--- src/rtl/core/clx_fifo.sv ---
// Short queue of result bundles between the lexer front and back.
// Plain register FIFO, no package dependency.
`default_nettype none
module clx_fifo #(
    parameter int W     = 8,
    parameter int DEPTH = 4
) (
    input  wire logic         i_clk,
    input  wire logic         i_rst_n,
    input  wire logic         i_push,
    input  wire logic [W-1:0] i_data,
    input  wire logic         i_pop,
    output logic      [W-1:0] o_data,
    output logic              o_full,
    output logic              o_empty
);
    localparam int AW = (DEPTH > 1) ? $clog2(DEPTH) : 1;

    logic [W-1:0]  r_mem [DEPTH];
    logic [AW-1:0] r_wr;
    logic [AW-1:0] r_rd;
    logic [AW:0]   r_cnt;
    logic          push_ok;
    logic          pop_ok;

    assign o_full  = (r_cnt == (AW+1)'(DEPTH));
    assign o_empty = (r_cnt == '0);
    assign o_data  = r_mem[r_rd];
    assign push_ok = i_push && !o_full;
    assign pop_ok  = i_pop && !o_empty;

    always_ff @(posedge i_clk) begin
        if (!i_rst_n) begin
            r_wr  <= '0;
            r_rd  <= '0;
            r_cnt <= '0;
        end else begin
            if (push_ok) r_wr <= r_wr + 1'b1;
            if (pop_ok)  r_rd <= r_rd + 1'b1;
            if (push_ok && !pop_ok)      r_cnt <= r_cnt + 1'b1;
            else if (pop_ok && !push_ok) r_cnt <= r_cnt - 1'b1;
        end
    end

    always_ff @(posedge i_clk) begin
        if (push_ok) r_mem[r_wr] <= i_data;
    end
endmodule
`default_nettype wire

--- config.mk ---
export PLATFORM = sky130hd
export DESIGN_NAME = clx_fifo
export DESIGN_NICKNAME = d
export VERILOG_FILES = /design/src/rtl/core/clx_fifo.sv
export SDC_FILE = /design/constraint.sdc
export NUM_CORES = 1
export LEC_CHECK = 0
export ABC_AREA = 0
export BUFFER_PORTS_ARGS = -buffer_cell sky130_fd_sc_hd__buf_2
export CORE_ASPECT_RATIO = 0.5
export CORE_MARGIN = 2
export CORE_UTILIZATION = 30
export CTS_CLUSTER_SIZE = 14
export DETAILED_ROUTE_END_ITERATION = 8
export GPL_TIMING_DRIVEN = 0
export PLACE_DENSITY = 0.45
export SETUP_SLACK_MARGIN = 0.15
export SLEW_MARGIN = 10
export SYNTH_ARGS = -nofsm -noshare
export SYNTH_HDL_FRONTEND = slang
export SYNTH_SLANG_ARGS = --single-unit
--- constraint.sdc ---
create_clock -name i_clk -period 4.2 [get_ports i_clk]
set_clock_uncertainty 0.2 [all_clocks]
set_input_delay 0.84 -clock i_clk [delete_from_list [all_inputs] [get_ports i_clk]]
set_output_delay 0.84 -clock i_clk [all_outputs]
set_load 0.02 [all_outputs]
=== Word-level counts from Yosys, hierarchy flattened ===
Memory sizes are Yosys's and may differ from the RTL's. A register that Yosys moved wholly into a read port is not among the register bits.
Index checks and enable logic that the tools add are counted.

* Register bits: 7
* Memory bits (writable): 32
* Output and inout bits: 10
* Logic and storage cells: 25
* Memories: 1

* Add/sub/neg operators: 4
* Equal/unequal tests: 1
* Muxes and demuxes: 6
* Reductions and logical operators: 10

{| class="wikitable"
|+ Memories
! memory !! words !! width !! read ports !! clocked after memory_dff !! write ports !! line !! RTL
|-
| r_mem || 4 || 8 || 1 || 1 || 1 || 19 || <nowiki>logic [W-1:0] r_mem [DEPTH];</nowiki>
|}

{| class="wikitable"
|+ Operator list
! kind !! number
|-
| $mux W3 || 2
|-
| $add A2 B1 Y2 const B || 2
|-
| $logic_and A1 B1 Y1 || 4
|-
| $logic_not A1 Y1 || 4
|-
| $mux W2 || 2
|-
| $add A3 B1 Y3 const B || 1
|-
| $eq A3 B3 Y1 const B || 1
|-
| $logic_not A3 Y1 || 1
|-
| $sub A3 B1 Y3 const B || 1
|-
| $mux W1 || 2
|-
| $reduce_bool A2 Y1 || 1
|}

=== Longest topological paths before layout ===
Gate-level depths: netlist of run 1.

* Depth in word-level cells: 7
* Gate-level depth with buffers: 9
* Depth with buffers taken out: 8

=== Worst setup path before layout of run 1 ===
Ideal clock, no wire load.

* Path type: input port to flip-flop
* From: input i_push
* To: register r_cnt[2]
* Library setup time: 0.070 ns
* Data arrival time: 2.251 ns
* Data required time: 3.930 ns
* Slack: 1.679 ns
* Stages: 8
* Buffers on the path: 1
* Cells stage by stage: nor2b_1 buf_6 ha_1 inv_1 fa_1 xor2_1 or3_1 a21boi_1

* Longest elaborated chain between the ends: 4
* Elaborated cells on any way between the ends: 6
* Classes of those cells: mux: 1; reduce/logical: 5

{| class="wikitable"
|+ RTL lines
! item !! line !! RTL
|-
| start: declaration || 10 || <nowiki>input wire logic i_push,</nowiki>
|-
| $logic_and A1 B1 Y1 * || 29 || <nowiki>assign push_ok = i_push && !o_full;</nowiki>
|-
| named net push_ok || 23 || <nowiki>logic push_ok;</nowiki>
|-
| $logic_not A1 Y1 || 41 || <nowiki>else if (pop_ok && !push_ok) r_cnt <= r_cnt - 1'b1;</nowiki>
|-
| $logic_and A1 B1 Y1 || 41 ||
|-
| $reduce_bool A2 Y1 (no line) || n/a ||
|-
| end signal: assignment || 40 || <nowiki>if (push_ok && !pop_ok) r_cnt <= r_cnt + 1'b1;</nowiki>
|-
| end signal: assignment || 41 ||
|-
| end: declaration || 22 || <nowiki>logic [AW:0] r_cnt;</nowiki>
|}

Mark *: on every way through the listed nets, which the timed path passes. The rest lies on a longest branch.
A chain may end at the register's enable or synchronous reset.

==> impl_metrics.py, run 1 <==
metrics = {
    "run_status": {
        "outcome": "complete, no violations",
    },
    "clock_network": {
        "cts-resized-gates": 0,
        "postCtsHoldBufs": 0,
        "cts_tree": "done",
        "clock_sink_count": 41,
        "cts-buffers-inserted": 5,
        "h-tree-depth": 2,
        "post-cts-setup-buffers": 0,
        "cts_buffer_depth": 2,
        "root_buffer": "clkbuf_8",
        "clk_latency_ns": 0.28,
        "cts.clk_slew.worst_paths_ns": 0.07,
    },
    "logic_synthesis": {
        "ys_warn_count": 0,
        "ys_seq_area_frac": 0.696,
        "ys_ff_latch": 41,
        "syn_inst": 90,
        "synth_top_flop_cell": "edfxtp_1",
        "syn_area_per_cell_um2": 18.2,
        "async_flop_share": 0,
        "synth_compound_area_frac": 0.0206,
        "synth.most_common_cell": "edfxtp_1",
        "synth_top_family_by_area": "multiplexers",
        "synth-simple-area-share": 0.0618,
        "muxShareOfSynthArea": 0.128,
        "netlist_top_cells_count": "32 x edfxtp_1, 9 x dfxtp_1, 8 x and2_1, 8 x mux4_2, 5 x ha_1",
        "syn_nets": 108,
        "synth_edf_count": 32,
        "netlist_area_um2": 1640,
        "netlist-cell-type-count": 23,
        "synth_top_area_share": 0.586,
        "synth_area_leaders": "edfxtp_1 59%, dfxtp_1 11%, mux4_2 11%",
        "synth_xor_area_frac": 0.0214,
        "yosysTopAreaCell": "edfxtp_1",
        "synth_adder_area_share": 0.0504,
    },
    "setup_path": {
        "r2r_end": "r_cnt[2]",
        "crit_family": "multiplexers",
        "path_buf_inv": 2,
        "r2r_slack_ns": 1.83,
        "worstPathRequired_ns": 3.16,
        "cpMaxStageDelayCell": "mux4_2",
        "cp_max_fo": 8,
        "cpMostUsedCell": "buf_2",
        "path_depth": 3,
        "cp-start-kind": "register",
        "max_stage_delay_ns": 0.55,
        "path_cells": "buf_2 > mux4_2 > buf_2",
        "cp.arrival_ns": 1.59,
        "end_kind": "output port",
        "crit_type": "register to output port",
        "r2r_cells": 9,
        "endpoint": "o_data[4]",
        "reg2reg_from": "r_cnt[0]",
    },
    "floorplan": {
        "dieArea_um2": 6110,
        "die_h_um": 56.3,
        "ios": 22,
        "core_um2": 5090,
        "rows": 18,
        "die_x_um": 109,
        "initial_core_util": 0.322,
    },
    "routing": {
        "via_per_inst": 4.19,
        "detail-route-antenna-nets": 0,
        "wirelength_mm": 2.59,
        "drt-pass1-iter-count": 5,
        "vias": 787,
        "wl_per_cell_um": 13.8,
        "drc": 0,
        "drt_iter0_drc": 18,
    },
    "sta": {
        "worst_pin_slew_ns": 0.546,
        "period_share": 0.626,
        "timing.final.hold_violations": 0,
        "fmax_ghz": 0.380,
        "min_period_ns": 2.63,
        "drv_slew": 0,
        "holdWs_ns": 0.306,
        "tns_ns": 0,
        "setup_ws_ns": 1.57,
        "setup_viol": 0,
        "slew_headroom": 0.636,
        "rsz0062_at_grt": "no",
    },
    "min_path": {
        "worstHoldPathType": "register to register",
    },
    "grt": {
        "grt_max_degree": 14,
        "grt_usage": 0.0948,
        "grt_pass1_wl_mm": 4.13,
        "grt_pass1_vias": 788,
        "antenna_found_initial": 0,
        "grt.overflow.total": 0,
    },
    "placed_design": {
        "place_ws_ns": 1.48,
        "portBuffers": 20,
        "hpwl_mm": 1.74,
        "gp_congestion": 0.667,
    },
    "cells_and_area": {
        "syn_to_final_growth_pct": 16.7,
        "diodes": 0,
        "drive_gt1_frac": 0.339,
        "fill_cells": 509,
        "fin_nets": 135,
    },
    "pwr": {
        "ir_drop_mv": 0.190,
        "total_power_w": 0.00111,
        "power_leakage_nw": 0.679,
        "p_per_area_nw_per_um2": 581,
    },
    "flow_run": {
        "drv_cap": 0,
    },
}
[worst min-delay path by stage]
| stage | start | end | slack (ns) | cells past startpoint |
|---|---|---|---|---|
| 6_report | r_wr[1] | r_wr[1] | 0.31 | 2 |
| 5_1_grt | r_wr[0] | r_wr[0] | 0.32 | 2 |
| 4_1_cts | r_wr[0] | r_wr[0] | 0.31 | 2 |
| 3_5_place_dp | r_wr[1] | r_wr[1] | 0.29 | 2 |
| 3_3_place_gp | r_wr[0] | r_wr[0] | 0.29 | 2 |
| 2_1_floorplan | r_wr[1] | r_wr[1] | 0.27 | 2 |
[kinds of logic (layout without fill, tap and decap cells)]
| group | count (synthesis) | count (layout) |
|---|---|---|
| xor+xnor | 4 | 4 |
| fa+ha+maj | 6 | 6 |
| mux | 11 | 11 |
| compound gates | 4 | 4 |
| buf+inv | 7 | 35 |
| simple gates | 17 | 17 |
| flops | 41 | 41 |
[worst reg2reg max path, stage by stage, from the launching register on]
cell	delay (ns)
dfxtp_1	0.51
nor3b_2	0.09
nor2b_1	0.15
buf_6	0.14
ha_1	0.18
inv_1	0.06
fa_1	0.37
xor2_1	0.16
or3_1	0.30
a21boi_1	0.14
[cell usage in the layout (no fill, tap or decap)]
cell type and n:
a21boi_1 1, and2_1 8, buf_1 1, buf_2 21
buf_6 1, clkbuf_1 1, clkbuf_8 5, clkinv_2 2
clkinvlp_4 1, dfxtp_1 9, edfxtp_1 32, fa_1 1
ha_1 5, inv_1 3, mux2i_1 3, mux4_2 8
nand2_1 4, nor2b_1 2, nor3_1 1, nor3b_2 1
o21ai_0 1, o311ai_1 1, o31ai_2 1, or3_1 1
xnor2_1 3, xor2_1 1
[per-stage QoR]
stage | std cells | cell area [um2] | util
3_5_place_dp | 180 | 1830 | 0.359
5_1_grt | 188 | 1910 | 0.376
4_1_cts | 188 | 1910 | 0.376
3_3_place_gp | 180 | 1830 | 0.359
6_report | 188 | 1910 | 0.376
2_1_floorplan | 90 | 1640 | -
[sequential cells by signal, summed over array words and instances, names as in the netlist, named ones only]
register  flops
r_cnt         3
r_mem        32
r_wr          2
r_rd          2
[layer usage]
layer	track usage	wire, um
met5	0	0
met4	0.0549	21
met3	0.0325	124
met2	0.130	1070
met1	0.129	1370
[power breakdown]
part | leakage (nW) | switching, W | internal, W | total, W
Sequential | 0.367 | 0.0000360 | 0.000499 | 0.000535
Clock | 0.0439 | 0.000130 | 0.000115 | 0.000244
Combinational | 0.268 | 0.000177 | 0.000155 | 0.000333
Total | 0.679 | 0.000343 | 0.000769 | 0.00111
[final cells by class]
cell class | instances | area, um2 | share of cell area
clock inverters | 3 | 17.5 | 0.00916
flip-flops and latches | 41 | 1140 | 0.596
inverters | 3 | 11.3 | 0.00589
multi-input cells | 42 | 463 | 0.242
well taps | 70 | 87.6 | 0.0458
clock buffers | 5 | 68.8 | 0.0360
repair buffers | 20 | 100 | 0.0523
plain buffers | 4 | 23.8 | 0.0124
Power figures use the tool's default switching activity.
==> run 2, diff against run 1 <==
PLACE_DENSITY = 0.47   (was 0.45)
clock period = 2.4 ns   (was 4.2 ns; I/O delays follow)
==> run 2 against run 1 <==
Critical endpoint is now r_cnt[2]; cell count increased by 1.1%; die area unchanged; total power increased by 90%; critical path depth increased by 6.
==> impl_metrics.py, run 2 (synthesis gave the netlist of run 1 again) <==
metrics = {
    "sta": {
        "rsz0062_at_grt": "no",
        "min_period_ns": 2.15,
        "drv_slew": 0,
        "setup_viol": 0,
        "worst_pin_slew_ns": 0.436,
        "period_share": 0.897,
        "timing.final.hold_violations": 0,
        "tns_ns": 0,
        "setup_ws_ns": 0.248,
        "fmax_ghz": 0.465,
        "slew_headroom": 0.709,
    },
    "routing": {
        "drt_iter0_drc": 21,
        "detail-route-antenna-nets": 0,
        "wl_per_cell_um": 13.1,
        "drt-pass1-iter-count": 4,
        "vias": 801,
        "wirelength_mm": 2.49,
        "drc": 0,
        "via_per_inst": 4.22,
    },
    "cells_and_area": {
        "fin_area_um2": 1990,
        "fin_nets": 137,
        "final_cell_mix": "32 x edfxtp_1, 21 x buf_2, 8 x mux4_2, 8 x and2_1, 6 x dfxtp_1",
        "syn_to_final_growth_pct": 21.7,
        "reg_top3": "r_mem x32, r_cnt x3",
        "drive_gt1_frac": 0.392,
        "largest_reg_flops": 32,
        "diodes": 0,
        "final_common_cell": "edfxtp_1",
        "largest-register": "r_mem",
        "fin_cells": 190,
    },
    "floorplan": {
        "dieArea_um2": 6110,
        "initial_core_util": 0.322,
        "ios": 22,
        "die_x_um": 109,
        "rows": 18,
        "die_h_um": 56.3,
        "core_um2": 5090,
    },
    "pwr": {
        "total_power_w": 0.00211,
        "power.share.clock": 0.251,
        "power_leakage_nw": 0.705,
        "intPower_w": 0.00150,
        "pwr-share-comb": 0.297,
        "p_per_area_nw_per_um2": 1060,
        "pwr-share-seq": 0.451,
        "swShare": 0.290,
        "ir_drop_mv": 0.372,
        "power.switching_w": 0.000612,
    },
    "placed_design": {
        "dpl.cell_count": 180,
        "gp_congestion": 0.678,
        "portBuffers": 20,
        "place_ws_ns": 0.0366,
        "hpwl_mm": 1.70,
        "post_dp_cell_area_um2": 1830,
    },
    "clock_network": {
        "clock_sink_count": 41,
        "cts-buffers-inserted": 5,
        "h-tree-depth": 2,
        "clk_latency_ns": 0.29,
        "postCtsHoldBufs": 0,
        "cts_tree": "done",
        "cts.clk_slew.worst_paths_ns": 0.08,
        "root_buffer": "clkbuf_8",
        "cts_buffer_depth": 2,
    },
    "setup_path": {
        "crit_type": "register to register",
        "end_kind": "register",
        "max_stage_delay_ns": 0.37,
        "crit_family": "simple AND/OR/NAND/NOR gates",
        "path_cells": "nor3b_2 > nor2b_1 > buf_6 > ha_4 > inv_1 > fa_2 > xor2_1 > or3_1 > a21boi_1",
        "cp-start-kind": "register",
        "path_buf_inv": 2,
        "worstPathRequired_ns": 2.42,
        "cp_max_fo": 6,
        "cpMaxStageDelayCell": "dfxtp_4",
        "cp.arrival_ns": 2.17,
    },
    "min_path": {
        "worstHoldPathType": "input pin to register",
    },
    "grt": {
        "antenna_found_initial": 0,
        "grt_pass1_wl_mm": 4.10,
        "grt_usage": 0.0937,
        "grt.overflow.total": 0,
        "grt_max_degree": 14,
        "grt_pass1_vias": 819,
    },
    "flow_run": {
        "drv_cap": 0,
    },
    "run_status": {
        "outcome": "complete, no violations",
    },
}
-- run 2: cell types whose count changed in the layout (fill, tap and decap cells not counted), sizes merged --
cell,change
buf,+2
bufinv,+1
clkinv,-1
-- run 2: path summary, 6_finish.rpt --
| check | slack [ns] | start | depth (start not counted) | end |
|---|---|---|---|---|
| worst min-delay path | 0.20 | i_data[0] | 1 | r_mem[3][0] |
| worst max-delay path | 0.25 | r_cnt[2] | 9 | r_cnt[2] |
| worst max register to register | 0.25 | r_cnt[2] | 9 | r_cnt[2] |
| worst min register to register | 0.30 | r_wr[1] | 2 | r_wr[1] |
-- run 2: stage by stage --
step | hold slack, ns | utilization
final | 0.199 | 0.392
after global routing | 0.201 | 0.392
after CTS | 0.197 | 0.384
after detailed placement | 0.302 | 0.359
after global placement | 0.287 | 0.359
after floorplan | 0.268 | -
-- run 2: power groups by stage --
stage	registers, W	clock network, W	logic, W
after floorplan	0.000936	0	0.000452
after global routing	0.000968	0.000577	0.000693
after detailed placement	0.000953	0	0.000597
after CTS	0.000940	0.000549	0.000612
final	0.000952	0.000531	0.000628
after global placement	0.000952	0	0.000596
-- run 2: metal layers --
layer	track usage	share of wire
met2	0.136	0.46
met5	0	0
met1	0.122	0.47
met3	0.0314	0.045
met4	0.0549	0.023
-- run 2: area by class of cell --
| type | instances | area [um2] |
|---|---|---|
| well taps | 70 | 87.6 |
| clock inverters | 3 | 41.3 |
| fillers | 488 | 3100 |
| multi-input cells | 42 | 487 |
| repair buffers | 22 | 115 |
| inverters | 3 | 11.3 |
| flip-flops and latches | 41 | 1150 |
| plain buffers | 4 | 31.3 |
| clock buffers | 5 | 68.8 |
-- run 2: what timing repair did --
item                                    4_1_cts  5_1_grt
buffers inserted                              1        1
endpoints found under the setup margin        9        7
cloned                                        0        0
resized for setup                             5        7
==> run 3, diff against run 2 <==
CTS_BUF_LIST = sky130_fd_sc_hd__clkbuf_16   (was default)
==> run 3 against run 2 <==
Via count unchanged; clock power up 37%; cell count down 0.53%; combinational power down 2%; clock-buffer cell count unchanged; sequential share of layout area down 1.3 points; critical path type is now register to output port; largest power group unchanged.
==> impl_metrics.py, run 3 (synthesis gave the netlist of run 1 again) <==
metrics = {
    "grt": {
        "antenna_found_initial": 0,
        "grt_usage": 0.0940,
        "grt_max_degree": 14,
        "grt.overflow.total": 0,
        "grt_pass1_wl_mm": 4.12,
        "grt_pass1_vias": 832,
    },
    "placed_design": {
        "hpwl_mm": 1.70,
        "portBuffers": 20,
        "place_ws_ns": 0.0366,
        "gp_congestion": 0.678,
    },
    "min_path": {
        "worstHoldStart": "i_data[0]",
        "worstHoldPathType": "input pin to register",
        "holdPathEnd": "r_mem[3][0]",
        "holdPathStages": 1,
    },
    "clock_network": {
        "cts.clk_slew.worst_paths_ns": 0.06,
        "root_buffer": "clkbuf_16",
        "clock_sink_count": 41,
        "h-tree-depth": 2,
        "cts_buffer_depth": 2,
        "postCtsHoldBufs": 0,
        "clk_latency_ns": 0.28,
        "cts_tree": "done",
        "cts-buffers-inserted": 5,
    },
    "cells_and_area": {
        "final_common_cell": "edfxtp_1",
        "fin_util": 0.401,
        "reg_top3": "r_mem x32, r_cnt x3",
        "drive_gt1_frac": 0.387,
        "fin_nets": 136,
        "final_cell_mix": "32 x edfxtp_1, 21 x buf_2, 8 x mux4_2, 8 x and2_1, 6 x dfxtp_1",
        "multi_input_area_um2": 487,
        "largest-register": "r_mem",
        "diodes": 0,
        "regArea_um2": 1150,
        "syn_to_final_growth_pct": 24.4,
        "largest_reg_flops": 32,
        "fill_cells": 485,
    },
    "pwr": {
        "total_power_w": 0.00230,
        "power_leakage_nw": 0.725,
        "p_per_area_nw_per_um2": 1130,
        "ir_drop_mv": 0.358,
    },
    "sta": {
        "period_share": 0.899,
        "drv_slew": 0,
        "setup_viol": 0,
        "worst_pin_slew_ns": 0.433,
        "fmax_ghz": 0.464,
        "setup_ws_ns": 0.243,
        "timing.final.hold_violations": 0,
        "tns_ns": 0,
        "rsz0062_at_grt": "no",
        "slew_headroom": 0.712,
        "min_period_ns": 2.16,
    },
    "routing": {
        "detail-route-antenna-nets": 0,
        "drc": 0,
        "drt_iter0_drc": 17,
        "wl_per_cell_um": 13.1,
        "vias": 801,
        "via_per_inst": 4.24,
        "drt-pass1-iter-count": 4,
        "wirelength_mm": 2.47,
    },
    "floorplan": {
        "die_h_um": 56.3,
        "die_x_um": 109,
        "core_um2": 5090,
        "rows": 18,
        "initial_core_util": 0.322,
        "ios": 22,
        "dieArea_um2": 6110,
    },
    "setup_path": {
        "r2r_end": "r_cnt[2]",
        "cp_max_fo": 8,
        "end_kind": "output port",
        "crit_type": "register to output port",
        "reg2reg_from": "r_cnt[2]",
        "worstPathRequired_ns": 1.72,
        "r2r_cells": 9,
        "path_cells": "buf_4 > mux4_2 > buf_2",
        "max_stage_delay_ns": 0.52,
        "cp.arrival_ns": 1.48,
        "r2r_slack_ns": 0.25,
        "path_buf_inv": 2,
        "cpMaxStageDelayCell": "mux4_2",
        "crit_family": "multiplexers",
        "cp-start-kind": "register",
    },
    "run_status": {
        "outcome": "complete, no violations",
    },
    "flow_run": {
        "drv_cap": 0,
    },
}
==> run 3: cell types whose count changed in the layout (fill, tap and decap cells not counted) <==
cell       previous run  this run
buf_6                 2         1
clkbuf_16             0         5
clkbuf_8              5         0
==> run 3: stage by stage <==
step           cells  area [um2]  hold slack (ns)
2_1_floorplan     90        1640            0.268
3_3_place_gp     180        1830            0.287
3_5_place_dp     180        1830            0.302
4_1_cts          189        2010            0.212
5_1_grt          189        2040            0.220
6_report         189        2040            0.216
==> run 3: how the worst max path moves through the flow <==
stage | endpoint | slack, ns | cells past startpoint
2_1_floorplan | r_cnt[2] | 0.16 | 9
3_3_place_gp | r_cnt[2] | 0.04 | 9
3_5_place_dp | r_cnt[2] | 0.04 | 9
4_1_cts | r_cnt[2] | 0.14 | 7
5_1_grt | o_data[7] | 0.15 | 3
6_report | o_data[7] | 0.24 | 3
==> run 3: power breakdown <==
| part | leakage (nW) | internal [W] | total [W] | switching [W] |
|---|---|---|---|---|
| Combinational | 0.278 | 0.000300 | 0.000615 | 0.000316 |
| Sequential | 0.369 | 0.000884 | 0.000952 | 0.0000682 |
| Clock | 0.0775 | 0.000486 | 0.000730 | 0.000244 |
==> run 3: routing by layer <==
metal,share of wire,GRT usage,up-vias
met4,0.022,0.0549,0
met3,0.046,0.0314,6
met1,0.47,0.122,385
met2,0.46,0.137,17
li1,-,-,393
met5,0,0,-
==> run 3: what timing repair did <==
| action | CTS | global route |
|---|---|---|
| pin swaps | 0 | 0 |
| endpoints found under the setup margin | 9 | 1 |
| setup buffers | 1 | 0 |
| resized for setup | 5 | 6 |
==> run 3: cell type report <==
type / instances / area share
Sequential cell: 41 / 0.565
Multi-Input combinational cell: 42 / 0.239
Clock buffer: 5 / 0.0613
Timing Repair Buffer: 21 / 0.0528
Tap cell: 70 / 0.0429
Clock inverter: 3 / 0.0202
Buffer: 4 / 0.0135
Inverter: 3 / 0.00552
