[config.mk]
export PLATFORM = sky130hd
export DESIGN_NAME = clx_back
export DESIGN_NICKNAME = d
export VERILOG_FILES = /design/src/rtl/core/clx_pkg.sv /design/src/rtl/core/clx_back.sv
export SDC_FILE = /design/constraint.sdc
export NUM_CORES = 1
export LEC_CHECK = 0
export BUFFER_PORTS_ARGS = -buffer_cell sky130_fd_sc_hd__buf_4
export CORE_ASPECT_RATIO = 0.8
export CORE_UTILIZATION = 50
export CTS_BUF_LIST = sky130_fd_sc_hd__clkbuf_4 sky130_fd_sc_hd__clkbuf_8
export DETAILED_ROUTE_END_ITERATION = 8
export PLACE_DENSITY = 0.75
export SLEW_MARGIN = 20
export SYNTH_ARGS = -nofsm -noshare
export SYNTH_HDL_FRONTEND = slang
export SYNTH_SLANG_ARGS = --single-unit
export TNS_END_PERCENT = 50
[constraint.sdc]
create_clock -name i_clk -period 20.4 [get_ports i_clk]
set_input_delay 2.04 -clock i_clk [delete_from_list [all_inputs] [get_ports i_clk]]
set_output_delay 2.04 -clock i_clk [all_outputs]
set_load 0.01 [all_outputs]
[src/rtl/core/clx_pkg.sv]
// Package for the C subset lexer: item types, token codes, keyword and punctuator tables.
// Used by clx_front, clx_back, the top level and the testbench. Depends on nothing.
`default_nettype none
package clx_pkg;

    localparam int KW_MAX_DEFAULT      = 7;
    localparam int QUEUE_DEPTH_DEFAULT = 4;
    localparam int KW_TEXT_MAX         = 7;

    typedef struct packed {
        logic [7:0] char_in;
        logic       end_of_input;
    } t_in;

    typedef struct packed {
        logic [1:0] item_kind;
        logic [5:0] token_code;
        logic [7:0] char_value;
        logic       last;
    } t_out;

    localparam logic [1:0] KIND_TOKEN = 2'd0;
    localparam logic [1:0] KIND_LIT   = 2'd1;
    localparam logic [1:0] KIND_ERR   = 2'd2;

    localparam logic [5:0] TK_IDENT   = 6'd0;
    localparam logic [5:0] TK_INT     = 6'd1;
    localparam logic [5:0] TK_VOID    = 6'd2;
    localparam logic [5:0] TK_IF      = 6'd3;
    localparam logic [5:0] TK_ELSE    = 6'd4;
    localparam logic [5:0] TK_WHILE   = 6'd5;
    localparam logic [5:0] TK_FOR     = 6'd6;
    localparam logic [5:0] TK_RETURN  = 6'd7;
    localparam logic [5:0] TK_INCLUDE = 6'd8;
    localparam logic [5:0] TK_STRING  = 6'd9;
    localparam logic [5:0] TK_CHAR    = 6'd10;
    localparam logic [5:0] TK_HASH    = 6'd11;
    localparam logic [5:0] TK_BANG    = 6'd25;

    localparam logic [1:0] OP_BANG = 2'd0;
    localparam logic [1:0] OP_LT   = 2'd1;
    localparam logic [1:0] OP_GT   = 2'd2;
    localparam logic [1:0] OP_EQ   = 2'd3;

    // Width of one queue entry for a given word buffer length.
    function automatic int cmd_bits(input int k);
        return (k + 8) + 8 * k + 8 + 5 * 6 + 1;
    endfunction

    // First seven buffered bytes, byte 0 in the top byte.
    function automatic logic [5:0] kw_lookup(input logic [8*KW_TEXT_MAX-1:0] w,
                                             input logic [4:0] len);
        logic [5:0] code;
        code = TK_IDENT;
        case (len)
            5'd2: if (w[55:40] == "if") code = TK_IF;
            5'd3: begin
                if (w[55:32] == "int") code = TK_INT;
                else if (w[55:32] == "for") code = TK_FOR;
            end
            5'd4: begin
                if (w[55:24] == "void") code = TK_VOID;
                else if (w[55:24] == "else") code = TK_ELSE;
            end
            5'd5: if (w[55:16] == "while") code = TK_WHILE;
            5'd6: if (w[55:8] == "return") code = TK_RETURN;
            5'd7: if (w == "include") code = TK_INCLUDE;
            default: code = TK_IDENT;
        endcase
        return code;
    endfunction

    // Single-byte punctuators; TK_IDENT means not one of them.
    function automatic logic [5:0] punct_code(input logic [7:0] c);
        logic [5:0] code;
        unique case (c)
            "(":     code = 6'd12;
            ")":     code = 6'd13;
            "[":     code = 6'd14;
            "]":     code = 6'd15;
            "{":     code = 6'd16;
            "}":     code = 6'd17;
            ";":     code = 6'd18;
            ",":     code = 6'd19;
            ".":     code = 6'd20;
            "+":     code = 6'd21;
            "-":     code = 6'd22;
            "*":     code = 6'd23;
            "/":     code = 6'd24;
            default: code = TK_IDENT;
        endcase
        return code;
    endfunction

endpackage
`default_nettype wire

[src/rtl/core/clx_back.sv]
// Lexer back: takes result bundles from the queue and sends their items
// out one per cycle while i_out_stall is low, through an output register. Depends on clx_pkg.
`default_nettype none
module clx_back #(
    parameter int KEYWORD_MAX_LEN = clx_pkg::KW_MAX_DEFAULT,
    parameter int CW              = clx_pkg::cmd_bits(clx_pkg::KW_MAX_DEFAULT)
) (
    input  wire logic           i_clk,
    input  wire logic           i_rst_n,
    input  wire logic           i_cmd_vld,
    input  wire logic [CW-1:0]  i_cmd,
    output logic                o_pop,
    output logic                o_out_valid,
    input  wire logic           i_out_stall,
    output clx_pkg::t_out       o_out_data
);
    import clx_pkg::*;

    localparam int K  = KEYWORD_MAX_LEN;
    localparam int NS = K + 8;
    localparam int SW = $clog2(NS);
    localparam int IW = $clog2(K);

    localparam int S_TOK0  = 0;
    localparam int S_HASH0 = 1;
    localparam int S_DUMP  = 2;
    localparam int S_LITC  = K + 2;
    localparam int S_TOK1  = K + 3;
    localparam int S_HASH1 = K + 4;
    localparam int S_TOK2  = K + 5;
    localparam int S_TOK3  = K + 6;

    typedef struct packed {
        logic [NS-1:0]     vld;
        logic [K-1:0][7:0] wbuf;
        logic [7:0]        ch;
        logic [5:0]        tok0;
        logic [5:0]        litc;
        logic [5:0]        tok1;
        logic [5:0]        tok2;
        logic [5:0]        tok3;
        logic              tok2_err;
    } t_cmd;

    t_cmd          r_cur;
    t_cmd          head;
    logic [NS-1:0] r_rem;
    logic [NS-1:0] sel;
    logic [NS-1:0] rem_after;
    logic [SW-1:0] idx;
    logic [IW-1:0] dix;
    logic          r_ovalid;
    t_out          r_out;
    t_out          item;
    logic          out_load;
    logic          adv;

    assign head      = i_cmd;
    assign sel       = r_rem & (~r_rem + 1'b1);
    assign rem_after = r_rem & ~sel;
    assign out_load  = !r_ovalid || !i_out_stall;
    assign adv       = (r_rem != '0) && out_load;
    assign o_pop     = i_cmd_vld && ((r_rem == '0) || (adv && rem_after == '0));
    assign dix       = IW'(idx - SW'(S_DUMP));

    always_comb begin
        idx = '0;
        for (int i = NS - 1; i >= 0; i--) begin
            if (r_rem[i]) idx = SW'(i);
        end
    end

    always_comb begin
        item.item_kind  = KIND_TOKEN;
        item.token_code = TK_HASH;
        item.char_value = 8'd0;
        item.last       = (rem_after == '0);
        if (idx == SW'(S_TOK0)) begin
            item.token_code = r_cur.tok0;
        end else if (idx == SW'(S_HASH0)) begin
            item.token_code = TK_HASH;
        end else if (idx < SW'(S_LITC)) begin
            item.item_kind  = KIND_LIT;
            item.token_code = TK_IDENT;
            item.char_value = r_cur.wbuf[dix];
        end else if (idx == SW'(S_LITC)) begin
            item.item_kind  = KIND_LIT;
            item.token_code = r_cur.litc;
            item.char_value = r_cur.ch;
        end else if (idx == SW'(S_TOK1)) begin
            item.token_code = r_cur.tok1;
        end else if (idx == SW'(S_HASH1)) begin
            item.token_code = TK_HASH;
        end else if (idx == SW'(S_TOK2)) begin
            item.token_code = r_cur.tok2;
            if (r_cur.tok2_err) begin
                item.item_kind  = KIND_ERR;
                item.char_value = r_cur.ch;
            end
        end else if (idx == SW'(S_TOK3)) begin
            item.token_code = r_cur.tok3;
        end
    end

    always_ff @(posedge i_clk) begin
        if (!i_rst_n) begin
            r_rem    <= '0;
            r_ovalid <= 1'b0;
        end else begin
            if (o_pop)    r_rem    <= head.vld;
            else if (adv) r_rem    <= rem_after;
            if (out_load) r_ovalid <= adv;
        end
    end

    always_ff @(posedge i_clk) begin
        if (o_pop) r_cur <= head;
        if (adv)   r_out <= item;
    end

    assign o_out_valid = r_ovalid;
    assign o_out_data  = r_out;
endmodule
`default_nettype wire

# ---- Word level (Yosys, flattened, before mapping)
# Index checks and enable logic that the tools add are counted.
dict set report word_totals {
  out_inout_bits 19
  inputBits 114
  register_bits 128
}
dict set report classes {
  addsub 2
  bitwise_logic 5
  eq_ne 6
  n_mux 35
  n_lt_le_gt_ge 2
  reduce_logical 14
}
# cell n
set op_table {}
lappend op_table {{15-bit two-way mux} 4}
lappend op_table {{4-bit two-way mux} 15}
lappend op_table {{8-bit two-way mux} 5}
lappend op_table {{6-bit two-way mux} 6}
lappend op_table {{15-bit bitwise AND} 2}
lappend op_table {{15-bit zero test} 2}
lappend op_table {{15-bit inverter} 2}
lappend op_table {{8-bit binary-select mux with 3-bit select} 1}
lappend op_table {{4-bit == test, second input constant} 5}
lappend op_table {{15-bit by 1-bit adder with 15-bit output, second input constant} 1}
lappend op_table {{15-bit nonzero test} 1}
lappend op_table {{7-bit OR reduction} 1}
lappend op_table {{4-bit by 1-bit == test with 1-bit output, second input constant} 1}
lappend op_table {{4-bit zero test} 1}
lappend op_table {{3-bit by 4-bit < comparator with 1-bit output, second input constant} 1}
lappend op_table {{4-bit < comparator, second input constant} 1}
lappend op_table {{1-bit logical AND} 3}
lappend op_table {{1-bit two-way mux} 3}
lappend op_table {{3-bit by 2-bit subtractor with 3-bit output, second input constant} 1}
lappend op_table {{1-bit zero test} 2}
lappend op_table {{1-bit logical OR} 2}
lappend op_table {{2-bit two-way mux} 1}
lappend op_table {{2-bit nonzero test} 1}
lappend op_table {{2-bit OR reduction} 1}
lappend op_table {{1-bit inverter} 1}

# ---- Longest topological paths before layout
# Gate-level depths: netlist of the first run.
dict set report depth {
  ltp_word 24
  ltp_mapped 11
  ltp_nobuf 7
}

# ---- Worst setup path before layout of the first run
# No wires, ideal clock.
dict set report synth_timing {
  kind {reg2out}
  startpoint {register r_rem[5]}
  endpoint {output o_pop}
  path_stages_with_launch 10
  setup_slack_ps 11289
  t_arrival_ps 7071
  cell_sequence {dfxtp_1 -> buf_2 -> or4_1 -> buf_2 -> or4_4 -> maj3_2 -> nor4_4 -> buf_6 -> nand2_4 -> a21boi_1}
}
# item line
set synth_lines {}
lappend synth_lines {{from (decl)} clx_back.sv:47} ;# logic [NS-1:0] r_rem;
lappend synth_lines {{from (signal assigned)} clx_back.sv:110} ;# if (o_pop) r_rem <= head.vld;
lappend synth_lines {{from (signal assigned)} clx_back.sv:111} ;# else if (adv) r_rem <= rem_after;
lappend synth_lines {{to (decl)} clx_back.sv:12} ;# output logic o_pop,

# ---- Worst setup path in the final report of the first run
dict set report layout_timing {
  startpoint {register r_rem[1]}
  endpoint {output o_pop}
}
dict set report layout_between {
  elab_chain_cells 9
  word_cells_on_any_way 12
  classes_between {add/sub (1); bitwise (4); reduce/logical (7)}
}
# item line
set layout_rtl {}
lappend layout_rtl {{15-bit inverter} clx_back.sv:59} ;# assign sel = r_rem & (~r_rem + 1'b1);
lappend layout_rtl {{15-bit by 1-bit adder with 15-bit output} clx_back.sv:59}
lappend layout_rtl {{15-bit bitwise AND} clx_back.sv:59}
lappend layout_rtl {{15-bit inverter} clx_back.sv:60} ;# assign rem_after = r_rem & ~sel;
lappend layout_rtl {{15-bit bitwise AND} clx_back.sv:60}
lappend layout_rtl {{15-bit zero test} clx_back.sv:63} ;# assign o_pop = i_cmd_vld && ((r_rem == '0) || (adv && rem_after == '0));
lappend layout_rtl {{1-bit logical AND} clx_back.sv:63}
lappend layout_rtl {{1-bit logical OR *} clx_back.sv:63}
lappend layout_rtl {{1-bit logical AND *} clx_back.sv:63}
# Mark *: on every way between the ends. The rest lies on a longest branch, timed or not.

==> impl_metrics.csv, run 1 <==
group,metric,value,unit
outcome,status,"complete, no violations",
critical_path,arrival,4.22,ns
clock_network,cts_buffers,17,
logic_synthesis,synth_cells,418,
drt,wl_per_cell,18.6,um
drt,via_per_inst,5.74,
logic_synthesis,synth_cell_type_count,59,
clock_network,post_cts_resized,0,
sta,worst_slew_pin_slew,1.09,ns
critical_path,crit_required,18.36,ns
logic_synthesis,synth_nets,532,
drt,totalWireLength,13.2,mm
logic_synthesis,synth-seq-cells,128,
clock_network,cts_setup_buffers,0,
die,ios,133,
logic_synthesis,ys_async_sr_fraction,0,%
clock_network,cts_hold_buf,0,
critical_path,critPathCaptureType,"output port",
global_route,overflow,0,
die,die_area,11300,um2
logic_synthesis,synthFlopType,"edfxtp_1",
hold_path,hold_path.class,"flop to flop",
global_route,grt_pass1_wl,20.1,mm
sta,finalSetupTns,0,ns
global_route,grt_pass1_vias,3885,
critical_path,critPathCapture,"o_pop",
die,fp.dieW,119,um
critical_path,start_kind,"flop",
critical_path,slowest_delay,0.73,ns
drt,vias,4050,
critical_path,r2r-start,"r_rem[1]",
critical_path,cpMostUsedCell,"buf_4",
sta,max_freq,0.160,GHz
critical_path,regToRegSetupSlack,15.79,ns
placed_design,port_buffers,132,
final_layout,final_layout_size_suffix_gt1_share,32.9,%
drt,drtIter0Drc,357,
final_layout,mostFrequentLayoutCells,"buf_4 (138), edfxtp_1 (112), nand2_1 (54)",
clock_network,cts_root_buf,"clkbuf_8",
critical_path,r2r_cells,8,
final_layout,syn2layout_area_growth,28.2,%
logic_synthesis,synth_area,5450,um2
global_route,antenna_found_initial,0,
critical_path,path_max_fanout,41,
final_layout,multi_input_area,1670,um2
sta,setup_violations,0,
die,initial_core_util,52.3,%
drt,ant_nets,0,
clock_network,clock_latency,0.44,ns
logic_synthesis,synth_enable_flop_cells,112,
sta,fin_skew,0.0133,ns
clock_network,clock-sinks,128,
final_layout,final_common_cell,"buf_4",
global_route,grt_util_all_layers,24.4,%
die,core,10400,um2
sta,hold_viol_final,0,
critical_path,criticalPathCategory,"flop to output port",
critical_path,crit_chain,"or4_1 -> or4_4 -> maj3_2 -> nor4_4 -> nand2_4 -> a21boi_4 -> buf_4 -> buf_4",
final_layout,seq_area,3680,um2
final_layout,nets,667,
drt,drc,0,
clock_network,cts_tree,"done",
placed_design,postPlaceCellArea,6590,um2
clock_network,htreeDepth,4,
clock_network,clk_pin_slew,0.07,ns
critical_path,critPathLaunch,"r_rem[1]",
logic_synthesis,synth_seq_area_share,67.6,%
final_layout,design_area,6980,um2
run,cap_viol_max_count,0,
final_layout,num_antenna_cells,0,
sta,slew_headroom,27.4,%
die,fp.dieH,95.3,um
sta,min_period,6.26,ns
sta,final_max_slew_viol_count,0,
drt,first_pass_iters,6,
sta,rsz0062_at_grt,"no",
placed_design,gp_congestion,0.902,
final_layout,fillCellCount,780,
critical_path,cp_slowest_cell,"or4_1",
clock_network,cts_buffer_depth,2,
global_route,grt_max_degree,57,
logic_synthesis,syn_avg_cell_area,13.0,um2
die,num_rows,33,
critical_path,timing.rr.end,"r_cur[83]",
logic_synthesis,yosys_warnings,0,
placed_design,post-dp-hpwl,9.15,mm
sta,period_share,30.7,%
[cells in the mapped netlist, types with 7 or more instances]
cell type  count  area (um2)
a32o_1        15         150
edfxtp_1     112        3360
a31oi_1       17         106
a21oi_1       16        80.1
o21ai_0       13        65.1
a21o_1         7        52.6
a221o_1        7        70.1
dfxtp_1       16         320
inv_1         10        37.5
clkbuf_1      17        63.8
nand3_1       10        50.1
nor2_1        25        93.8
nand2_1       54         203
[per-stage QoR]
stage	setup WS (ns)	std cells	utilization [%]	hold slack (ns)
2_1_floorplan	11.29	418	-	0.480
3_3_place_gp	14.78	674	63.3	0.505
3_5_place_dp	14.64	674	63.3	0.524
4_1_cts	14.16	706	67.0	0.534
5_1_grt	13.99	706	67.1	0.560
6_report	14.14	706	67.1	0.534
[cells by family (layout without fill, tap and decap cells)]
family	after synthesis	count (layout)	share of synthesized area (%)
adder cells (fa/ha/maj)	3	3	0.574
AND/OR/NAND/NOR	129	129	11.4
flip-flops	128	128	67.6
multiplexers	2	2	0.391
buffers and inverters	32	180	2.41
AO/OA/AOI/OAI	123	123	17.4
XOR/XNOR	1	1	0.161
[sequential cells by signal, summed over array words and instances (netlist names)]
| register | count |
|---|---|
| r_cur | 95 |
| o_out_data | 17 |
| r_rem | 15 |
| o_out_valid | 1 |
[cell type report]
cell class / count / share of cell area [%]
Timing Repair Buffer: 138 / 14.8
Tap cell: 140 / 2.51
Inverter: 10 / 0.538
Clock buffer: 26 / 4.68
Sequential cell: 128 / 52.8
Clock inverter: 6 / 0.842
Multi-Input combinational cell: 258 / 23.8
[how the worst min path moves through the flow]
stage | from | endpoint | slack [ns] | cells after the start
after floorplan | r_rem[0] | r_rem[0] | 0.48 | 2
after global placement | r_rem[0] | r_rem[0] | 0.50 | 2
after detailed placement | r_rem[0] | r_rem[0] | 0.52 | 2
after CTS | r_rem[0] | r_rem[0] | 0.53 | 2
after global routing | r_cur[27] | o_out_data[11] | 0.56 | 1
final | r_rem[0] | r_rem[0] | 0.53 | 2
[layer usage]
layer	vias up	part of all wire [%]	wire length (um)	track usage [%]
met5	-	0	0	0
met4	0	2.2	286	11.1
met3	28	9.4	1230	8.13
met2	211	45	5870	37.1
met1	1895	44	5770	32.0
li1	1916	-	-	-
[worst max-delay path, delay by kind of cell (launching register included)]
| kind | cells | cell delay, ns |
|---|---|---|
| adders and majority gates | 1 | 0.34 |
| AOI/OAI and AO/OA | 1 | 0.17 |
| and+or+nand+nor | 4 | 2.14 |
| buffers and inverters | 2 | 0.71 |
| DFF | 1 | 0.40 |
Power of run 1 is not shown: default switching activity piles up to over one toggle a cycle in this logic, so the estimate is an artifact.
==> inputs of run 2 (changes only) <==
==> constraint.sdc (replaced) <==
create_clock -name i_clk -period 6.2 [get_ports i_clk]
set_input_delay 0.62 -clock i_clk [delete_from_list [all_inputs] [get_ports i_clk]]
set_output_delay 0.62 -clock i_clk [all_outputs]
set_load 0.01 [all_outputs]
==> impl_metrics.csv, run 2 (synthesis results as in run 1) <==
group,metric,value,unit
outcome,status,"complete, no violations",
clock_network,cts_setup_buffers,0,
clock_network,htreeDepth,4,
clock_network,clock_latency,0.43,ns
placed_design,post-dp-hpwl,8.82,mm
final_layout,fillCellCount,783,
hold_path,min_path_cells,1,
critical_path,critPathBufInv,2,
drt,routed.top_layer,"met4",
critical_path,critPathCaptureType,"output port",
final_layout,mostFrequentLayoutCells,"buf_4 (136), edfxtp_1 (112), nand2_1 (54)",
final_layout,syn2layout_area_growth,29.0,%
global_route,antenna_found_initial,0,
hold_path,hold_path.startpoint,"i_cmd[41]",
global_route,overflow,0,
final_layout,largest_reg_flops,95,
critical_path,slowest_delay,0.72,ns
clock_network,post_cts_resized,0,
sta,finalSetupTns,0,ns
global_route,grt_pass1_wl,19.5,mm
clock_network,clk_pin_slew,0.08,ns
drt,vias,4036,
sta,worst_slew_pin_slew,1.03,ns
placed_design,gp_congestion,0.922,
die,ios,133,
final_layout,final_cell_count_no_fill,705,
final_layout,num_antenna_cells,0,
sta,slew_headroom,31.4,%
sta,setup_violations,0,
sta,min_period,4.78,ns
clock_network,cts_tree,"done",
drt,totalWireLength,12.7,mm
sta,hold_viol_final,0,
global_route,grt_pass1_vias,3779,
final_layout,seq_area,3680,um2
sta,fin_skew,0.00972,ns
hold_path,hold_path.class,"primary input to flop",
critical_path,crit_chain,"or4_1 -> or4_4 -> maj3_2 -> nor4_4 -> nand2_4 -> a21boi_4 -> buf_12 -> buf_4",
sta,final_max_slew_viol_count,0,
drt,wl_met2,5.92,mm
clock_network,clock-sinks,128,
drt,wl_per_cell,18.0,um
critical_path,path_max_fanout,96,
die,core,10400,um2
die,die_area,11300,um2
drt,drtIter0Drc,378,
critical_path,r2r-start,"r_rem[1]",
clock_network,cts_buffers,17,
drt,via_per_inst,5.72,
critical_path,crit_required,5.58,ns
drt,wl_met1,5.59,mm
run,cap_viol_max_count,0,
final_layout,multi_input_area,1660,um2
die,fp.dieH,95.3,um
drt,wl_met3,1.01,mm
critical_path,cp.depth,8,
critical_path,r2r_cells,7,
clock_network,cts_hold_buf,0,
die,num_rows,33,
critical_path,arrival,4.16,ns
sta,max_freq,0.209,GHz
critical_path,critPathLaunch,"r_rem[1]",
critical_path,start_kind,"flop",
critical_path,cp_slowest_cell,"or4_1",
placed_design,post-place-cells,673,
drt,ant_nets,0,
critical_path,cpLargestDelayFamily,"simple AND/OR/NAND/NOR gates",
sta,period_share,77.2,%
drt,drc,0,
die,initial_core_util,52.3,%
final_layout,final_layout_size_suffix_gt1_share,32.2,%
sta,holdWs,0.362,ns
final_layout,nets,666,
sta,rsz0062_at_grt,"no",
die,fp.dieW,119,um
critical_path,criticalPathCategory,"flop to output port",
clock_network,cts_buffer_depth,2,
placed_design,port_buffers,132,
global_route,grt_max_degree,97,
clock_network,cts_root_buf,"clkbuf_8",
final_layout,final_common_cell,"buf_4",
global_route,grt_util_all_layers,23.5,%
drt,first_pass_iters,4,
final_layout,largest-register,"r_cur",
-- run 2: changes by cell type in the layout (fill, tap and decap cells not counted) --
cell,change
clkbuf_4,-5
clkbuf_8,-4
bufinv_16,+3
clkinv_4,+3
buf_4,-2
clkinv_1,+2
buf_12,+1
inv_6,+1
nor4_1,+1
nor4_2,-1
-- run 2: metal layers --
layer / vias up / track usage, %
li1: 1911 / -
met1: 1913 / 31.5
met2: 199 / 36.5
met3: 13 / 6.88
met4: 0 / 9.28
met5: - / 0
-- run 2: final timing paths --
check / end / slack (ns)
worst min register to register: r_rem[0] / 0.52
worst max-delay path: o_pop / 1.42
worst max register to register: r_cur[73] / 2.31
worst min-delay path: r_cur[41] / 0.36
-- run 2: stage by stage --
step / setup WS (ns) / utilization (%) / instance area [um2]
2_1_floorplan: 0.538 / - / 5450
4_1_cts: 1.41 / 67.5 / 7020
6_report: 1.42 / 67.5 / 7020
3_5_place_dp: 1.87 / 63.4 / 6600
3_3_place_gp: 1.98 / 63.3 / 6590
5_1_grt: 1.19 / 67.5 / 7020
-- run 2: area by class of cell --
type                            instances  share of cell area, %
Multi-Input combinational cell        258                   23.6
Clock buffer                           17                   3.33
Timing Repair Buffer                  137                   14.8
Sequential cell                       128                   52.5
Tap cell                              140                   2.49
Inverter                               10                  0.535
Clock inverter                         15                   2.73
Power of run 2 is left out for the same reason.
==> inputs of run 3 (changes only) <==
==> constraint.sdc (replaced) <==
create_clock -name i_clk -period 5 [get_ports i_clk]
set_input_delay 0.5 -clock i_clk [delete_from_list [all_inputs] [get_ports i_clk]]
set_output_delay 0.5 -clock i_clk [all_outputs]
set_load 0.01 [all_outputs]
==> impl_metrics.csv, run 3 (synthesis results as in run 1) <==
group,metric,value,unit
outcome,status,"complete, no violations",
critical_path,critPathCapture,"o_pop",
final_layout,final_cell_count_no_fill,707,
final_layout,final_common_cell,"buf_4",
final_layout,largest_reg_flops,95,
critical_path,r2r-start,"r_rem[1]",
sta,worst_slew_pin_slew,0.787,ns
drt,totalWireLength,13.6,mm
global_route,grt_pass1_vias,4034,
clock_network,clk_pin_slew,0.08,ns
die,ios,133,
critical_path,critPathBufInv,2,
critical_path,critPathCaptureType,"output port",
critical_path,crit_chain,"or4_1 -> or4_4 -> maj3_2 -> nor4_4 -> buf_4 -> nand2_4 -> a21boi_4 -> buf_4",
sta,max_freq,0.232,GHz
drt,wl_per_cell,19.2,um
final_layout,mostFrequentLayoutCells,"buf_4 (138), edfxtp_1 (112), nand2_1 (54)",
drt,drtIter0Drc,421,
sta,setup_violations,0,
global_route,grt_util_all_layers,25.5,%
global_route,grt_pass1_wl,21.3,mm
final_layout,nets,668,
clock_network,cts_tree,"done",
global_route,antenna_found_initial,0,
sta,period_share,86.4,%
critical_path,arrival,3.82,ns
final_layout,largest-register,"r_cur",
placed_design,post-dp-hpwl,9.51,mm
final_layout,num_antenna_cells,0,
run,cap_viol_max_count,0,
placed_design,port_buffers,132,
die,initial_core_util,52.3,%
sta,final_max_slew_viol_count,0,
hold_path,hold_path.class,"primary input to flop",
sta,min_period,4.32,ns
die,num_rows,33,
final_layout,final_layout_size_suffix_gt1_share,33.0,%
critical_path,r2r_cells,8,
clock_network,cts_buffers,17,
die,fp.dieW,119,um
sta,slew_headroom,47.2,%
critical_path,cp.depth,8,
global_route,overflow,0,
clock_network,post_cts_resized,0,
die,fp.dieH,95.3,um
critical_path,cp_slowest_cell,"or4_1",
clock_network,cts_hold_buf,0,
sta,rsz0062_at_grt,"no",
drt,ant_nets,0,
clock_network,clock_latency,0.44,ns
clock_network,cts_root_buf,"clkbuf_8",
final_layout,design_area,7100,um2
placed_design,gp_congestion,0.839,
sta,fin_skew,0.00834,ns
critical_path,timing.rr.end,"r_cur[81]",
drt,drc,0,
final_layout,syn2layout_area_growth,30.4,%
placed_design,post-place-cells,675,
die,die_area,11300,um2
clock_network,cts_setup_buffers,0,
die,core,10400,um2
critical_path,slowest_delay,0.73,ns
critical_path,crit_required,4.50,ns
drt,via_per_inst,5.72,
critical_path,regToRegSetupSlack,1.11,ns
drt,vias,4042,
critical_path,cpMostUsedCell,"buf_4",
sta,finalSetupTns,0,ns
sta,hold_viol_final,0,
critical_path,criticalPathCategory,"flop to output port",
global_route,grt_max_degree,52,
clock_network,cts_buffer_depth,2,
critical_path,critPathLaunch,"r_rem[1]",
placed_design,postPlaceCellArea,6610,um2
critical_path,cpLargestDelayFamily,"simple AND/OR/NAND/NOR gates",
clock_network,clock-sinks,128,
critical_path,path_max_fanout,14,
clock_network,htreeDepth,4,
critical_path,start_kind,"flop",
drt,first_pass_iters,4,
[run 3: worst min-delay path by stage]
stage	slack, ns	to	cells past startpoint	startpoint
finish	0.23	r_cur[72]	1	i_cmd[72]
detailed placement	0.51	r_rem[0]	2	r_rem[0]
global route	0.20	r_cur[43]	1	i_cmd[43]
global placement	0.50	r_rem[0]	2	r_rem[0]
CTS	0.21	r_cur[83]	1	i_cmd[83]
floorplan	0.48	r_rem[0]	2	r_rem[0]
[run 3: final cells by class]
class / count / area, um2
clock buffers: 18 / 241
flip-flops and latches: 128 / 3680
multi-input cells: 258 / 1670
well taps: 140 / 175
fillers: 773 / 3310
repair buffers: 139 / 1060
clock inverters: 14 / 235
inverters: 10 / 37.5
[run 3: metal layers]
layer / part of all wire, % / GRT usage (%) / wire length [um]
met1: 43 / 34.3 / 5810
met2: 48 / 40.8 / 6550
met3: 8.4 / 7.18 / 1140
met4: 0.81 / 7.70 / 110
met5: 0 / 0 / 0
[run 3: per-stage QoR]
| stage | util (%) | hold slack [ns] | setup slack, ns |
|---|---|---|---|
| after floorplan | - | 0.480 | 0.421 |
| after global placement | 63.5 | 0.503 | 1.21 |
| after detailed placement | 63.5 | 0.509 | 1.14 |
| after CTS | 68.1 | 0.208 | 0.682 |
| after global routing | 68.2 | 0.199 | 0.490 |
| final | 68.2 | 0.227 | 0.682 |
[run 3: worst reg2reg max path: stages, from the launching register on]
cell and delay, ns:
dfxtp_1 0.41, or4_1 0.73, or4_4 0.59, maj3_2 0.35, nor4_4 0.24, buf_4 0.23, nand2_4 0.09, a21boi_4 0.51
buf_4 0.41
Power of run 3 is left out for the same reason.
